## src/design/fcpa_pkg.sv

```systemverilog
`timescale 1ns / 1ps

package fcpa_pkg;

    localparam int CB_W    = 17;  // chunk_bytes register width
    localparam int CNT_W   = 11;  // counts, run lengths and total_chunks
    localparam int IDX_W   = 10;  // chunk index fields
    localparam int OFF_W   = 26;  // byte offset field
    localparam int APB_AW  = 3;
    localparam int APB_DW  = 32;

    localparam logic [CB_W-1:0]  CHUNK_BYTES_RESET  = 17'd64;
    localparam logic [CNT_W-1:0] TOTAL_CHUNKS_RESET = 11'd1024;

    // Register indexes, taken from paddr[2].
    localparam logic REG_CHUNK_BYTES  = 1'b0;
    localparam logic REG_TOTAL_CHUNKS = 1'b1;

    localparam logic MODE_ALLOC = 1'b0;
    localparam logic MODE_FREE  = 1'b1;

    typedef enum logic [1:0] {
        ST_OK        = 2'd0,
        ST_EMPTY     = 2'd1,
        ST_BAD_INDEX = 2'd2
    } t_status;

    typedef enum logic {
        S_IDLE,
        S_EXEC
    } t_state;

    typedef struct packed {
        logic             mode;
        logic [IDX_W-1:0] chunk_index;
    } t_req;

    typedef struct packed {
        t_status          status;
        logic [IDX_W-1:0] granted_index;
        logic [OFF_W-1:0] byte_offset;
        logic [CNT_W-1:0] free_count;
    } t_rsp;

    // Configuration as seen by the allocator core.
    typedef struct packed {
        logic [CB_W-1:0]  chunk_bytes;
        logic [CNT_W-1:0] pool_size;   // total_chunks clamped to 1..MAX_CHUNKS
        logic             rebuild;     // one-cycle pulse after any register write
    } t_cfg;

endpackage

```

## src/design/fcpa_regs.sv

```systemverilog
`timescale 1ns / 1ps

module fcpa_regs #(
    parameter int MAX_CHUNKS = 1024
) (
    input  logic                         i_clk,
    input  logic                         i_rst_n,
    input  logic                         psel,
    input  logic                         penable,
    input  logic                         pwrite,
    input  logic [fcpa_pkg::APB_AW-1:0]  paddr,
    input  logic [fcpa_pkg::APB_DW-1:0]  pwdata,
    output logic [fcpa_pkg::APB_DW-1:0]  prdata,
    output logic                         pready,
    output fcpa_pkg::t_cfg               o_cfg
);

    import fcpa_pkg::*;

    logic [CB_W-1:0]  r_chunk_bytes;
    logic [CNT_W-1:0] r_total_chunks;
    logic             r_rebuild;
    logic             w_write;
    logic             w_index;
    logic [CNT_W-1:0] w_pool;

    assign pready  = 1'b1;
    assign w_write = psel && penable && pwrite;
    assign w_index = paddr[2];

    always_ff @(posedge i_clk) begin
        if (!i_rst_n) begin
            r_chunk_bytes  <= CHUNK_BYTES_RESET;
            r_total_chunks <= TOTAL_CHUNKS_RESET;
            r_rebuild      <= 1'b0;
        end else begin
            r_rebuild <= w_write;
            if (w_write) begin
                unique case (w_index)
                    REG_CHUNK_BYTES:  r_chunk_bytes  <= pwdata[CB_W-1:0];
                    REG_TOTAL_CHUNKS: r_total_chunks <= pwdata[CNT_W-1:0];
                    default:          ;
                endcase
            end
        end
    end

    always_comb begin
        unique case (w_index)
            REG_CHUNK_BYTES:  prdata = APB_DW'(r_chunk_bytes);
            REG_TOTAL_CHUNKS: prdata = APB_DW'(r_total_chunks);
            default:          prdata = '0;
        endcase
    end

    // A zero total counts as one chunk; anything above the pool depth is clamped.
    always_comb begin
        if (r_total_chunks == '0) begin
            w_pool = CNT_W'(1);
        end else if (32'(r_total_chunks) > MAX_CHUNKS) begin
            w_pool = CNT_W'(MAX_CHUNKS);
        end else begin
            w_pool = r_total_chunks;
        end
    end

    assign o_cfg.chunk_bytes = r_chunk_bytes;
    assign o_cfg.pool_size   = w_pool;
    assign o_cfg.rebuild     = r_rebuild;

endmodule

```

## config.mk

```make
export PLATFORM = sky130hd
export DESIGN_NAME = fcpa_regs
export DESIGN_NICKNAME = d
export VERILOG_FILES = /design/src/design/fcpa_pkg.sv /design/src/design/fcpa_regs.sv
export SDC_FILE = /design/constraint.sdc
export NUM_CORES = 1
export LEC_CHECK = 0
export BUFFER_PORTS_ARGS = -buffer_cell sky130_fd_sc_hd__buf_2
export CORE_MARGIN = 8
export CORE_UTILIZATION = 38
export CTS_CLUSTER_DIAMETER = 40
export DETAILED_ROUTE_END_ITERATION = 8
export HOLD_SLACK_MARGIN = 0.15
export PLACE_DENSITY = 0.77
export SYNTH_ARGS = -nofsm -noshare
export SYNTH_HDL_FRONTEND = slang
export SYNTH_SLANG_ARGS = --single-unit
```

## constraint.sdc

```tcl
create_clock -name i_clk -period 0.98 [get_ports i_clk]
set_input_delay 0.196 -clock i_clk [delete_from_list [all_inputs] [get_ports i_clk]]
set_output_delay 0.196 -clock i_clk [all_outputs]
set_load 0.005 [all_outputs]
```

==> flow_summary_export.csv <==
group,metric,value,unit
run_status,status,"complete, but fails checks",
run_status,violations,"setup timing",
yosys,synth_compound_area_frac,0.00650,
drt,viasPerCell,4.46,
job,maxCapViolCount,0,
yosys,synth_area_leaders,"dfxtp_1 38%, mux2i_1 18%, nand2_1 10%",
drt,num_vias,1446,
drt,top_layer,"met4",
clocking,clock_path_buffers,2,
timing,min_period_over_period,1.43,
drt,drc_errors,0,
power_and_ir_drop,total_power,0.00257,W
global_routing,grt_usage,0.135,
clocking,clock-sinks,29,
setup_path,critPathSlowestCell,"dfxtp_2",
setup_path,reg2reg_setup_slack,0.14,ns
timing,hold_viol,0,
drt,totalWireLength,4580,microns
timing,timing.hold.ws,0.169,ns
min_path,hp-class,"in2reg",
setup_path,reg2reg_to,"r_total_chunks[10]",
drt,first_iter_violations,94,
timing,rsz0062_at_grt,"yes",
setup_path,r2r_start,"r_total_chunks[10]",
setup_path,worstSetupPathType,"reg2out",
global_routing,grt_max_degree,23,
yosys,yosys.area.top_type,"dfxtp_1",
timing,setup_viol,34,
setup_path,crit_chain,"nor4_4, a32o_2, buf_2",
setup_path,rr_worst_depth,4,
timing,tns,-6.68,ns
clocking,cts_buffers,5,
global_routing,grt_pass1_wl,6730,microns
power_and_ir_drop,powerDensity,1010,nW/um^2
setup_path,worstSetupEndpointType,"primary output",
yosys,synth_top_family_by_area,"multiplexers",
global_routing,grt-ovfl-total,0,
floorplan,ios,102,
timing,setup_ws,-0.420,ns
floorplan,die_y,79.7,microns
drt,drtPass1Iterations,4,
global_routing,antenna_found_initial,0,
place,place_congestion,0.713,
min_path,hold_path_end,"r_chunk_bytes[10]",
cells_and_area,fin_nets,313,
min_path,hold_start,"pwdata[10]",
floorplan,fp-row-count,23,
yosys,yosys.area_share.simple,0.214,
setup_path,critPathRequiredTime,0.78,ns
setup_path,slowest_delay,0.34,ns
timing,clock.fmax,0.714,GHz
power_and_ir_drop,ir_worst_vdd,0.000577,V
clocking,clockRootBuffer,"clkbuf_8",
yosys,synth_cells,170,
timing,skew,0,ns
place,place_hpwl,3170,microns
setup_path,cp_data_arrival_time,1.20,ns
setup_path,critPathLaunchType,"register",
yosys,yosysWarnings,0,
yosys,syn_area,1540,sq um
drt,wl_met2,2150,microns
cells_and_area,area_growth,65.3,%
clocking,clk_pin_slew,0.06,ns
place,place.port_buffers,68,
yosys,synth-xor-area-share,0,
drt,wl_met1,1890,microns
drt,wl_met3,483,microns
timing,min_period,1.40,ns
power_and_ir_drop,leakagePower,1.23,nW
min_path,worstHoldPathCells,3,
global_routing,grt_pass1_vias,1423,
yosys,ys_types,18,
drt,wl_per_cell,14.1,microns
floorplan,die_area,6350,sq um
floorplan,coreArea,3940,sq um
yosys,synth_seq_cells,29,
yosys,syn_area_per_cell,9.06,sq um
clocking,cts_tree,"yes",
drt,detail-route-antenna-nets,0,
floorplan,die_w,79.7,microns
setup_path,critPathMaxFanout,2,
cells_and_area,drive_gt1_frac,0.573,
clocking,clk_latency,0.28,ns
clocking,htreeDepth,2,
yosys,ys_seq_area_frac,0.377,
yosys,synthAdderAreaFrac,0,
cells_and_area,num_antenna_cells,0,
timing,slew_violations,0,
yosys,synth_top_area_share,0.377,
yosys,synthMuxAreaShare,0.262,
floorplan,initial_core_util,0.391,
## cell usage after synthesis, drive strengths merged
cell	count
a32o	1
buf	25
nor4	2
conb	2
nand2	43
mux2	11
nand4	1
and4	2
nor2	1
and4b	1
dfxtp	29
inv	1
clkbuf	4
nor2b	19
mux2i	28
## per-layer routing
layer / vias to the layer above / track usage
met5: - / 0
li1: 727 / -
met2: 54 / 0.217
met4: 0 / 0.0611
met1: 658 / 0.148
met3: 7 / 0.0642
## state kept, by name, summed over array words and instances (netlist names)
name / cells
r_chunk_bytes: 17
r_total_chunks: 11
r_rebuild: 1
## worst max-delay path: cells and delay by family, from the launching register on
| kind | cells | cell delay, ns |
|---|---|---|
| and+or+nand+nor | 1 | 0.27 |
| DFF | 1 | 0.34 |
| AOI/OAI and AO/OA | 1 | 0.21 |
| buffers and inverters | 1 | 0.11 |
## cells in the final DEF (no fill, tap or decap)
master and n:
mux2_2 1, and4b_1 1, nand4_1 1, nor4_4 2, a32o_2 1, buf_2 50, clkbuf_8 5, mux2_4 10
and4_1 2, buf_4 18, conb_1 16, clkbuf_1 3, buf_12 1, nand2_1 43, nor2_1 1, buf_6 37
nor2b_4 5, mux2i_1 28, dlygate4sd3_1 5, dfxtp_2 26, dfxtp_4 1, dfxtp_1 2, nor2b_1 14, inv_1 1
## cells by family after synthesis
group / after synthesis
other: 2
muxes: 39
and+or+nand+nor: 69
DFF: 29
AOI/OAI and AO/OA: 1
buffers and inverters: 30
## area by class of cell
cell class | count | area (sq um)
Sequential cell | 29 | 617
Clock buffer | 8 | 80.1
Timing Repair Buffer | 111 | 872
Fill cell | 328 | 1400
Inverter | 1 | 3.75
Tap cell | 50 | 62.6
Multi-Input combinational cell | 125 | 911
## metrics by stage
step	instances	util	area (sq um)	setup WS, ns
finish	324	0.646	2550	-0.420
global route	324	0.646	2550	-0.475
CTS	318	0.606	2390	-0.446
detailed placement	296	0.501	1980	-0.190
global placement	296	0.501	1980	-0.190
floorplan	184	-	1600	0.0108
## power breakdown
group | internal [W] | switching [W] | total, W
combinational | 0.000235 | 0.000178 | 0.000414
sequential | 0.00121 | 0.0000224 | 0.00123
clock | 0.000503 | 0.000422 | 0.000925
## how the worst max path moves through the flow
stage / start / end / cells past startpoint
6_report: r_total_chunks[7] / o_cfg[1] / 3
5_1_grt: r_total_chunks[7] / o_cfg[1] / 3
4_1_cts: r_total_chunks[7] / o_cfg[1] / 3
3_5_place_dp: r_total_chunks[4] / o_cfg[1] / 3
3_3_place_gp: r_total_chunks[10] / o_cfg[1] / 3
2_1_floorplan: r_total_chunks[10] / o_cfg[1] / 2
## repair_timing
action                                 CTS  global route
setup buffers                            9             8
hold buffers                             5             0
gates resized for setup                 60            33
endpoints found under the hold margin    5             0
pin swaps                                3             0
setup endpoints to repair               28            37
Power figures use the tool's default switching activity.
